## src/rtl/vsr_pkg.sv

```systemverilog
package vsr_pkg;

	localparam int MAX_ENTRIES = 1024;
	localparam int AW = $clog2(MAX_ENTRIES);
	localparam int CW = $clog2(MAX_ENTRIES + 1);
	localparam int VW = 64;
	localparam int SW = $clog2(VW);
	localparam int IN_W = 200;
	localparam int OUT_W = 80;

	typedef enum logic [2:0] {
		OP_PUSH  = 3'd0,
		OP_POP   = 3'd1,
		OP_PEEK  = 3'd2,
		OP_DUP   = 3'd3,
		OP_SWAP  = 3'd4,
		OP_ROLL  = 3'd5,
		OP_CLEAR = 3'd6
	} op_t;

	typedef enum logic [3:0] {
		S_IDLE, S_DISPATCH, S_RD1, S_SWAP_B, S_SWAP_C, S_SWAP_D, S_MOD_WAIT,
		S_CP_RD, S_CP_WR, S_RT_RD, S_RT_WR, S_DONE
	} state_t;

	typedef enum logic [1:0] {RA_TOP, RA_SECOND, RA_WIN} ra_t;
	typedef enum logic [2:0] {
		WR_NONE, WR_PUSH, WR_DUP, WR_SWAP_TOP, WR_SWAP_SECOND, WR_ROLL
	} wr_t;
	typedef enum logic [1:0] {F_HOLD, F_INC, F_DEC, F_CLR} fill_op_t;

	typedef struct packed {
		logic     load;
		ra_t      rd_sel;
		wr_t      wr_sel;
		fill_op_t fill_op;
		logic     tmp_ld;
		logic     set_ok;
		logic     set_val;
		logic     mod_start;
		logic     idx_clr;
		logic     idx_inc;
		logic     src_init;
		logic     src_inc;
		logic     buf_wr;
		logic     res_ld;
	} cmd_t;

	typedef struct packed {
		logic [2:0] op;
		logic       empty;
		logic       full;
		logic       ge2;
		logic       roll_ok;
		logic       mod_done;
		logic       r_zero;
		logic       idx_last;
		logic       out_busy;
	} status_t;

endpackage

```

## src/rtl/vsr_ctrl.sv

```systemverilog
module vsr_ctrl (
	input  logic             clk,
	input  logic             arst_n,
	input  logic             in_valid,
	output logic             in_ready,
	input  vsr_pkg::status_t stat,
	output vsr_pkg::cmd_t    cmd
);
	import vsr_pkg::*;

	state_t state_q, state_d;

	always_ff @(posedge clk or negedge arst_n) begin
		if (!arst_n)
			state_q <= S_IDLE;
		else
			state_q <= state_d;
	end

	always_comb begin
		state_d     = state_q;
		cmd         = '0;
		cmd.rd_sel  = RA_TOP;
		cmd.wr_sel  = WR_NONE;
		cmd.fill_op = F_HOLD;
		in_ready    = 1'b0;
		case (state_q)
			S_IDLE: begin
				in_ready = 1'b1;
				if (in_valid) begin
					cmd.load = 1'b1;
					state_d  = S_DISPATCH;
				end
			end
			S_DISPATCH: begin
				state_d = S_DONE;
				case (stat.op)
					OP_PUSH: if (!stat.full) begin
						cmd.wr_sel  = WR_PUSH;
						cmd.fill_op = F_INC;
						cmd.set_ok  = 1'b1;
					end
					OP_POP, OP_PEEK: if (!stat.empty) state_d = S_RD1;
					OP_DUP: if (!stat.empty && !stat.full) state_d = S_RD1;
					OP_SWAP: if (stat.ge2) state_d = S_SWAP_B;
					OP_ROLL: if (stat.roll_ok) begin
						cmd.mod_start = 1'b1;
						state_d       = S_MOD_WAIT;
					end
					OP_CLEAR: begin
						cmd.fill_op = F_CLR;
						cmd.set_ok  = 1'b1;
					end
					default: state_d = S_DONE;
				endcase
			end
			S_RD1: begin
				cmd.set_ok = 1'b1;
				state_d    = S_DONE;
				case (stat.op)
					OP_POP: begin
						cmd.set_val = 1'b1;
						cmd.fill_op = F_DEC;
					end
					OP_DUP: begin
						cmd.wr_sel  = WR_DUP;
						cmd.fill_op = F_INC;
					end
					default: cmd.set_val = 1'b1;
				endcase
			end
			S_SWAP_B: begin
				cmd.tmp_ld = 1'b1;
				cmd.rd_sel = RA_SECOND;
				state_d    = S_SWAP_C;
			end
			S_SWAP_C: begin
				cmd.wr_sel = WR_SWAP_TOP;
				state_d    = S_SWAP_D;
			end
			S_SWAP_D: begin
				cmd.wr_sel = WR_SWAP_SECOND;
				cmd.set_ok = 1'b1;
				state_d    = S_DONE;
			end
			S_MOD_WAIT: if (stat.mod_done) begin
				if (stat.r_zero) begin
					cmd.set_ok = 1'b1;
					state_d    = S_DONE;
				end else begin
					cmd.idx_clr  = 1'b1;
					cmd.src_init = 1'b1;
					state_d      = S_CP_RD;
				end
			end
			S_CP_RD: begin
				cmd.rd_sel = RA_WIN;
				state_d    = S_CP_WR;
			end
			S_CP_WR: begin
				// copy the window aside, then write it back rotated
				cmd.buf_wr = 1'b1;
				if (stat.idx_last) begin
					cmd.idx_clr = 1'b1;
					state_d     = S_RT_RD;
				end else begin
					cmd.idx_inc = 1'b1;
					state_d     = S_CP_RD;
				end
			end
			S_RT_RD: state_d = S_RT_WR;
			S_RT_WR: begin
				cmd.wr_sel = WR_ROLL;
				if (stat.idx_last) begin
					cmd.set_ok = 1'b1;
					state_d    = S_DONE;
				end else begin
					cmd.idx_inc = 1'b1;
					cmd.src_inc = 1'b1;
					state_d     = S_RT_RD;
				end
			end
			S_DONE: if (!stat.out_busy) begin
				cmd.res_ld = 1'b1;
				state_d    = S_IDLE;
			end
			default: state_d = S_IDLE;
		endcase
	end
endmodule

```

## config.mk

```make
export PLATFORM = sky130hd
export DESIGN_NAME = vsr_ctrl
export DESIGN_NICKNAME = d
export VERILOG_FILES = /design/src/rtl/vsr_pkg.sv /design/src/rtl/vsr_ctrl.sv
export SDC_FILE = /design/constraint.sdc
export NUM_CORES = 1
export LEC_CHECK = 0
export BUFFER_PORTS_ARGS = -buffer_cell sky130_fd_sc_hd__clkbuf_2
export CAP_MARGIN = 20
export CORE_UTILIZATION = 48
export CTS_BUF_LIST = sky130_fd_sc_hd__clkbuf_16
export DETAILED_ROUTE_END_ITERATION = 16
export PLACE_DENSITY = 0.83
export SLEW_MARGIN = 20
export SYNTH_ARGS = -nofsm -noshare
export SYNTH_HDL_FRONTEND = slang
export SYNTH_SLANG_ARGS = --single-unit
export TNS_END_PERCENT = 50
```

## constraint.sdc

```tcl
create_clock -name clk -period 3.45 [get_ports clk]
set_input_delay 0.8625 -clock clk [delete_from_list [all_inputs] [get_ports clk]]
set_output_delay 0.8625 -clock clk [all_outputs]
set_load 0.01 [all_outputs]
```

* After elaboration in Yosys (flattened, before gate mapping)
Index checks and enable logic that the tools add are counted.
** Operators by class
- Equal/unequal tests :: 20
- Mux-type cells :: 45
- Reduce and logical (&&, ||, !) cells :: 9
** Operators by type and width (count)
- $pmux W4 S11 :: 1
- $mux W4 :: 9
- $mux W1 :: 23
- $eq A4 B3 Y1 const B :: 4
- $eq A4 B4 Y1 const B :: 4
- $pmux W2 S2 :: 4
- $pmux W4 S4 :: 1
- $pmux W3 S5 :: 1
- $eq A3 B3 Y1 const B :: 3
- $eq A4 B2 Y1 const B :: 2
- $eq A3 B2 Y1 const B :: 2
- $ne A2 B2 Y1 const B :: 3
- $reduce_or A2 Y1 :: 3
- $eq A4 B1 Y1 const B :: 1
- $logic_not A4 Y1 :: 1
- $mux W2 :: 2
- $pmux W1 S2 :: 2
- $pmux W1 S4 :: 1
- $eq A3 B1 Y1 const B :: 1
- $logic_not A3 Y1 :: 1
- $mux W3 :: 1
- $reduce_and A3 Y1 :: 1
- $logic_not A1 Y1 :: 2
- $logic_and A1 B1 Y1 :: 1
** Word-level totals
- Bits in registers :: 4
- Bits of input ports :: 14
- Output and inout port bits :: 19
- Word-level logic and storage cells :: 75

* Longest topological paths before layout
Gate-level depths: netlist (run 1).
- Depth in word-level cells :: 5
- Mapped depth :: 6
- Gate-level depth less buffers :: 5

* Worst setup path before layout (run 1)
No wires, ideal clock.
- Kind :: input port to output port
- Start :: in stat[10] (netlist bit)
- End :: out cmd[12] (netlist bit)
- Arrival :: 1547 ps
- Slack :: 1040 ps
- Stages on the path :: 3
- Path buffers :: 0
- Cells stage by stage :: nor3_1 -> a31oi_1 -> o32ai_1
** RTL lines
- start, declared :: RTL line vsr_ctrl.sv:6 : input vsr_pkg::status_t stat,
- end, declared :: RTL line vsr_ctrl.sv:7 : output vsr_pkg::cmd_t cmd

==> results.yml, run 1 <==
yosys:
  synth_enable_flop_cells: 0
  synth_warnings: 0
  avgSynthCellArea_um2: 6.89
  synth_seq_cells: 4
  synth_async_reset_ratio: 1.00
  synth.cells.most_frequent: "11 x nand2_1, 11 x nor2_1, 9 x nor3_1"
  syn-cell-area_um2: 668
  synthTopCellsByArea: "dfrtp_1 15%, nor3_1 6.7%, nand2_1 6.2%"
  gate_count_post_synth: 97
  synth_top_cell_area_share: 0.150
  post-synth-top-area-cell: "dfrtp_1"
  ys_types: 36
  postSynth.topFlopCell: "dfrtp_1"
  yosysSeqAreaShare: 0.150
  synthesis.nets: 111
setup_path:
  worst_ep_arrival_time_ns: 1.96
  worstSetupStartpointType: "flop"
  r2r_cell_count: 5
  timing.critical_path.to: "cmd[10]"
  critPathMaxFanout: 16
  crit_path_end_kind: "output pin"
  endpoint_of_the_most_critical_register_to_register_path: "state_q[0]"
  r2r_start: "state_q[2]"
  worst-setup-path-type: "flop to output pin"
  rrSetupSlack_ns: 1.61
  setup.worst_path.start: "state_q[1]"
  worst_ep_required_time_ns: 2.59
routing:
  routed_wire_length_per_instance_um: 13.5
  antenna_violating_nets_post_route: 0
  maxUsedRoutingLayer: "met4"
  met3_length_um: 77
  routed-wl-met2_um: 922
  drt_wl_total_um: 1900
  via_count: 833
  routedLengthMet1_um: 881
  drt_first_iter_violations: 24
  vias_per_cell: 5.91
  drt_drc_violations_left: 0
  drt-pass1-iter-count: 4
job:
  cap_violations: 0
cts:
  numCtsBuffers: 3
  cts_tree: "built"
  skew_pair_late_insertion_delay_ns: 0.23
  clkTransAtPathRegs_ns: 0.03
  cts_root_buf: "clkbuf_16"
  cts_post_setup_buffers_inserted: 0
  clock_tree.buffer_depth: 2
  clkSinkCount: 4
  post_cts.resized_instances: 0
  cts.hold.buffers_added: 0
  cts.htree.levels: 1
power_and_ir_drop:
  p_per_area_nw_per_um2: 869
  vdd_ir_drop_max_mv: 0.471
  cellLeakagePower_nw: 0.423
  power.total_uw: 772
finish:
  regArea_um2: 100
  finalCoreUtilization: 0.683
  registers.top_by_ff_count: "state_q"
  multi_input_gate_area_in_the_final_layout_um2: 512
  final_nets: 142
  area_delta_synth_final_pct: 33.0
  num_antenna_cells: 0
  final_cell_area_um2: 888
  num-fill-cells: 124
  reg_top3: "state_q (4)"
  largest_register_ff_count: 4
  fraction_of_layout_instances_using_a_drive_strength_above_1: 0.365
global_route:
  gr-total-overflow: 0
  via_count_of_the_first_global_routing_pass: 677
  number_of_antenna_violations_at_the_first_check_in_global_routing: 0
  grtUsageTotal: 0.278
  grt_first_pass_wirelength_um: 2910
  grt_start_max_net_pins: 17
die:
  dieArea_um2: 1550
  die_y_um: 39.3
  row_count: 13
  die_x_um: 39.3
  initial_core_utilization: 0.513
  num_io_pins: 33
  core_um2: 1300
worst_hold_path:
  timing.hold.worst.class: "primary input to async pin"
sta:
  setup_viol: 0
  finalCritPeriodShare: 0.818
  timing_max_transition_violations_final: 0
  finalHoldViolations: 0
  achievable-frequency_ghz: 0.354
  rsz0062_at_grt: "no"
  timing.slew.headroom: 0.642
  layout_min_cycle_time_ns: 2.82
  setup_total_negative_slack_ns: 0
  timing_worst_slew_pin_value_ns: 0.536
  clock-skew-final_ns: 0.00183
placed_design:
  place.detailed.hpwl_um: 1430
  finalWeightedCongestion: 0.907
  post_dp_cell_area_um2: 813
  portBuffers: 32
run_status:
  outcome: "finished, final reports clean"
-- per-stage QoR --
step | cells | setup slack (ns) | hold WS [ns]
detailed placement | 138 | 0.782 | 0.669
CTS | 141 | 0.653 | 0.438
floorplan | 97 | 1.04 | 0.567
global route | 141 | 0.538 | 0.441
finish | 141 | 0.628 | 0.436
global placement | 138 | 0.819 | 0.668
-- layer usage --
layer  up-vias  global-route usage
met5         -                   0
met4         0              0.0517
met3         2              0.0511
met2        31               0.483
met1       387               0.355
li1        413                   -
-- how the worst min path moves through the flow --
stage          startpoint    endpoint  cells past startpoint
2_1_floorplan      arst_n  state_q[0]                      0
3_3_place_gp       arst_n  state_q[0]                      1
3_5_place_dp       arst_n  state_q[0]                      1
4_1_cts            arst_n  state_q[0]                      1
5_1_grt            arst_n  state_q[0]                      1
6_report           arst_n  state_q[3]                      1
-- layout make-up --
type                            count  area share
Tap cell                           15      0.0211
Sequential cell                     4       0.113
Clock buffer                        3      0.0845
Inverter                            4      0.0169
Multi-Input combinational cell     82       0.576
Timing Repair Buffer               33       0.189
-- kinds of logic after synthesis --
group,synth area share
flip-flops,0.150
AND/OR/NAND/NOR,0.442
AO/OA/AOI/OAI,0.311
XOR/XNOR,0.0131
buffers and inverters,0.0843
-- worst max-delay path, stage by stage (launching register included) --
cell and delay [ns]:
dfrtp_1 0.65, nand2b_1 0.25, or3_1 0.42, o31ai_2 0.24
clkbuf_2 0.17
-- power by group --
part           internal (mW)  leakage (nW)  switching [mW]  total (mW)
sequential            0.0699        0.0493          0.0881       0.158
clock                  0.148        0.0370          0.0343       0.183
combinational          0.192         0.337           0.240       0.432
-- placed cells by master (no fill, tap or decap), types with 2 or more instances in the layout --
cell type / synthesis / routed
inv_2: 2 / 2
inv_1: 2 / 2
clkbuf_16: 0 / 3
o31ai_2: 2 / 2
a21o_1: 2 / 2
nand2b_1: 3 / 3
o32ai_1: 2 / 2
nor3_1: 9 / 9
o21ai_0: 3 / 3
and2b_1: 2 / 2
a22oi_1: 2 / 2
nor2_1: 11 / 11
nor2b_1: 6 / 6
and2_1: 2 / 2
a21oi_1: 4 / 4
clkbuf_2: 0 / 32
dfrtp_1: 4 / 4
nand2_1: 11 / 11
nor4b_2: 2 / 2
a211oi_1: 3 / 3
o21ai_1: 3 / 3
(Power assumes the default switching activity.)
==> inputs of run 2 (changes only) <==
- CORE_UTILIZATION: 48 -> 45
- PLACE_DENSITY: 0.83 -> 0.79
- clock period: 3.45 -> 2.7 ns (I/O delays scaled with it)
==> results.yml, run 2 (synthesis gave the netlist of run 1 again) <==
run_status:
  outcome: "finished, final reports clean"
cts:
  clkTransAtPathRegs_ns: 0.03
  post_cts.resized_instances: 0
  cts_post_setup_buffers_inserted: 0
  numCtsBuffers: 3
  cts_tree: "built"
  cts.htree.levels: 1
  cts.hold.buffers_added: 0
  clkSinkCount: 4
  skew_pair_late_insertion_delay_ns: 0.22
  clock_tree.buffer_depth: 2
  cts_root_buf: "clkbuf_16"
setup_path:
  setup.worst_path.start: "state_q[3]"
  timing.critical_path.to: "cmd[8]"
  worstSetupStartpointType: "flop"
  critical-path-max-stage-delay_ns: 0.56
  endpoint_of_the_most_critical_register_to_register_path: "state_q[0]"
  worst_ep_arrival_time_ns: 1.81
  crit_path_end_kind: "output pin"
  r2r_start: "state_q[2]"
  ordered_list_of_cells_on_the_worst_path: "nor4b_2 > and2b_1 > o21ai_1 > o211ai_1 > clkbuf_2"
  r2r_cell_count: 6
  rrSetupSlack_ns: 0.82
  worst_path_max_delay_cell: "dfrtp_1"
  critPathMaxFanout: 16
  worst_ep_required_time_ns: 2.03
  worst-setup-path-type: "flop to output pin"
sta:
  setup_viol: 0
  timing_worst_slew_pin_value_ns: 0.538
  timing_max_transition_violations_final: 0
  finalCritPeriodShare: 0.919
  timing.slew.headroom: 0.641
  holdWs_ns: 0.255
  layout_min_cycle_time_ns: 2.48
  post-route-worst-setup-slack_ns: 0.218
  finalHoldViolations: 0
  rsz0062_at_grt: "no"
  setup_total_negative_slack_ns: 0
  clock-skew-final_ns: 0.000835
  achievable-frequency_ghz: 0.403
power_and_ir_drop:
  power_frac_clock: 0.226
  p_per_area_nw_per_um2: 1110
  power_frac_seq: 0.188
  p_sw_frac: 0.460
  combinational_power_share: 0.586
  cellLeakagePower_nw: 0.432
  vdd_ir_drop_max_mv: 0.523
  internal_power_uw: 543
  netSwitchingPower_uw: 462
finish:
  most_used_cells_in_the_layout_excluding_fill_and_tap_cells: "32 x clkbuf_2, 11 x nand2_1, 11 x nor2_1, 9 x nor3_1, 6 x nor2b_1"
  reg_top3: "state_q (4)"
  finalCoreUtilization: 0.677
  area_delta_synth_final_pct: 35.2
  final_nets: 144
  non_filler_instance_count_after_layout: 143
  fraction_of_layout_instances_using_a_drive_strength_above_1: 0.375
  registers.top_by_ff_count: "state_q"
  largest_register_ff_count: 4
  layout_commonest_cell: "clkbuf_2"
  num_antenna_cells: 0
routing:
  routed_wire_length_per_instance_um: 13.4
  vias_per_cell: 5.81
  drt_first_iter_violations: 37
  drt_drc_violations_left: 0
  drt-pass1-iter-count: 4
  via_count: 831
  antenna_violating_nets_post_route: 0
  drt_wl_total_um: 1920
global_route:
  grt_start_max_net_pins: 17
  grt_first_pass_wirelength_um: 2930
  grtUsageTotal: 0.264
  number_of_antenna_violations_at_the_first_check_in_global_routing: 0
  gr-total-overflow: 0
  via_count_of_the_first_global_routing_pass: 652
die:
  dieArea_um2: 1640
  die_y_um: 40.5
  initial_core_utilization: 0.501
  num_io_pins: 33
  core_um2: 1330
  die_x_um: 40.5
  row_count: 13
placed_design:
  finalWeightedCongestion: 0.865
  place.detailed.hpwl_um: 1420
  portBuffers: 32
  dp_worst_setup_slack_ns: 0.396
  placedCellCount: 140
job:
  cap_violations: 0
worst_hold_path:
  timing.hold.worst.class: "primary input to async pin"
[run 2: changes by cell type in the layout (fill, tap and decap cells not counted), sizes merged]
cell,change
buf,+2
[run 2: metrics by stage]
step / instance area [µm²] / total power, mW
6_report: 903 / 1.00
5_1_grt: 903 / 1.07
4_1_cts: 903 / 0.998
3_5_place_dp: 828 / 0.764
3_3_place_gp: 828 / 0.758
2_1_floorplan: 668 / 0.606
[run 2: worst max-delay path, delay by kind of cell (launching register included)]
family	cells	cell delay (ns)
AND/OR/NAND/NOR	2	0.63
flip-flops	1	0.56
AO/OA/AOI/OAI	2	0.25
buffers and inverters	1	0.15
[run 2: how the worst min path moves through the flow]
stage               depth (start not counted)  startpoint  slack, ns          to
floorplan                                   0      arst_n       0.38  state_q[0]
global placement                            1      arst_n       0.48  state_q[0]
detailed placement                          1      arst_n       0.48  state_q[2]
CTS                                         1      arst_n       0.26  state_q[0]
global route                                1      arst_n       0.26  state_q[0]
finish                                      1      arst_n       0.25  state_q[0]
[run 2: power by group through the flow]
| stage | registers, mW | clock network [mW] | logic [mW] |
|---|---|---|---|
| after floorplan | 0.123 | 0 | 0.484 |
| after global placement | 0.184 | 0 | 0.574 |
| after detailed placement | 0.182 | 0 | 0.582 |
| after CTS | 0.185 | 0.229 | 0.585 |
| after global routing | 0.194 | 0.235 | 0.642 |
| final | 0.189 | 0.227 | 0.588 |
[run 2: cell type report]
cell class | count | area, µm²
flip-flops and latches | 4 | 100
well taps | 15 | 18.8
repair buffers | 35 | 183
clock buffers | 3 | 75.1
inverters | 4 | 15.0
fillers | 106 | 430
multi-input cells | 82 | 512
[run 2: per-layer routing]
metal / routed length, µm / share of wire / global-route usage / up-vias
li1: - / - / - / 418
met1: 879 / 0.46 / 0.351 / 372
met2: 914 / 0.48 / 0.460 / 39
met3: 114 / 0.060 / 0.0222 / 2
met4: 6 / 0.0031 / 0.0500 / 0
met5: 0 / 0 / 0 / -
==> inputs of run 3 (changes only) <==
- GPL_ROUTABILITY_DRIVEN: default -> 0
- PLACE_DENSITY: 0.79 -> default
- PLACE_DENSITY_LB_ADDON: default -> 0.1
==> results.yml, run 3 (synthesis gave the netlist of run 1 again) <==
cts:
  numCtsBuffers: 3
  clock_tree.buffer_depth: 2
  cts_root_buf: "clkbuf_16"
  skew_pair_late_insertion_delay_ns: 0.22
  cts_post_setup_buffers_inserted: 0
  cts.htree.levels: 1
  cts.hold.buffers_added: 0
  clkTransAtPathRegs_ns: 0.03
  clkSinkCount: 4
  cts_tree: "built"
  post_cts.resized_instances: 0
sta:
  finalHoldViolations: 0
  timing_max_transition_violations_final: 0
  layout_min_cycle_time_ns: 2.59
  setup_viol: 0
  rsz0062_at_grt: "no"
  setup_total_negative_slack_ns: 0
  timing_worst_slew_pin_value_ns: 0.528
  achievable-frequency_ghz: 0.386
  clock-skew-final_ns: 0.000555
  finalCritPeriodShare: 0.959
  timing.slew.headroom: 0.648
finish:
  most_used_cells_in_the_layout_excluding_fill_and_tap_cells: "32 x clkbuf_2, 11 x nand2_1, 11 x nor2_1, 9 x nor3_1, 6 x nor2b_1"
  largest_register_ff_count: 4
  non_filler_instance_count_after_layout: 142
  fraction_of_layout_instances_using_a_drive_strength_above_1: 0.370
  reg_top3: "state_q (4)"
  layout_commonest_cell: "clkbuf_2"
  num_antenna_cells: 0
  final_nets: 143
  area_delta_synth_final_pct: 34.1
  registers.top_by_ff_count: "state_q"
power_and_ir_drop:
  vdd_ir_drop_max_mv: 0.658
  combinational_power_share: 0.570
  cellLeakagePower_nw: 0.428
  p_per_area_nw_per_um2: 1100
  netSwitchingPower_uw: 451
  p_sw_frac: 0.458
  power_frac_clock: 0.232
  internal_power_uw: 533
  power_frac_seq: 0.198
placed_design:
  placedCellCount: 139
  portBuffers: 32
  place.detailed.hpwl_um: 1340
die:
  dieArea_um2: 1640
  row_count: 13
  initial_core_utilization: 0.501
  die_x_um: 40.5
  die_y_um: 40.5
  core_um2: 1330
  num_io_pins: 33
setup_path:
  worst-setup-path-type: "flop to output pin"
  critPathMaxFanout: 16
  worstSetupStartpointType: "flop"
  r2r_cell_count: 6
  worst_ep_required_time_ns: 2.03
  worst_ep_arrival_time_ns: 1.91
  crit_path_end_kind: "output pin"
global_route:
  via_count_of_the_first_global_routing_pass: 635
  grtUsageTotal: 0.241
  grt_first_pass_wirelength_um: 2670
  gr-total-overflow: 0
  grt_start_max_net_pins: 17
  number_of_antenna_violations_at_the_first_check_in_global_routing: 0
routing:
  drt_first_iter_violations: 12
  vias_per_cell: 5.79
  drt_drc_violations_left: 0
  antenna_violating_nets_post_route: 0
  via_count: 822
  routed_wire_length_per_instance_um: 12.2
  drt-pass1-iter-count: 4
  drt_wl_total_um: 1740
job:
  cap_violations: 0
worst_hold_path:
  timing.hold.worst.class: "primary input to async pin"
run_status:
  outcome: "finished, final reports clean"
-- run 3: changes by cell type in the layout (fill, tap and decap cells not counted) --
cell	change
buf_4	-1
-- run 3: layout make-up --
class / instances / area (µm²)
tap: 15 / 18.8
fill: 132 / 438
timing repair buffer: 34 / 175
inverter: 4 / 15.0
multi-input combinational: 82 / 512
clock buffer: 3 / 75.1
sequential: 4 / 100
-- run 3: critical path: stages, from the launching register on --
cell and delay [ns]:
dfrtp_1 0.66, nand2b_1 0.23, or3_1 0.41, o31ai_2 0.23
clkbuf_2 0.16
-- run 3: metrics by stage --
step / setup slack [ns] / power, mW / utilization / area, µm² / hold slack (ns)
3_5_place_dp: 0.387 / 0.751 / 0.615 / 821 / 0.484
2_1_floorplan: 0.665 / 0.606 / - / 668 / 0.379
3_3_place_gp: 0.437 / 0.744 / 0.615 / 821 / 0.481
5_1_grt: 0.0332 / 1.07 / 0.672 / 896 / 0.258
4_1_cts: 0.134 / 0.989 / 0.672 / 896 / 0.256
6_report: 0.110 / 0.984 / 0.672 / 896 / 0.259
-- run 3: worst paths after layout --
path | endpoint | slack (ns) | startpoint
worst max-delay path | cmd[10] | 0.11 | state_q[1]
worst min-delay path | state_q[0] | 0.26 | arst_n
worst max register to register | state_q[0] | 0.93 | state_q[2]
worst min register to register | state_q[0] | 0.81 | state_q[0]
max in group asynchronous | state_q[2] | 2.31 | arst_n
min in group clk | state_q[2] | 0.71 | stat[3]
-- run 3: layer usage --
layer  track usage  vias to the layer above  wire length, µm  share of wire
li1              -                      413                -              -
met1         0.326                      372              883           0.51
met2         0.389                       37              752           0.43
met3        0.0833                        0              102          0.059
met4             0                        0                0              0
met5             0                        -                0              0
-- run 3: power groups by stage --
stage / clock network, mW / logic [mW] / registers, mW
floorplan: 0 / 0.484 / 0.123
global placement: 0 / 0.549 / 0.194
detailed placement: 0 / 0.557 / 0.193
CTS: 0.234 / 0.563 / 0.193
global route: 0.244 / 0.626 / 0.205
finish: 0.228 / 0.561 / 0.195
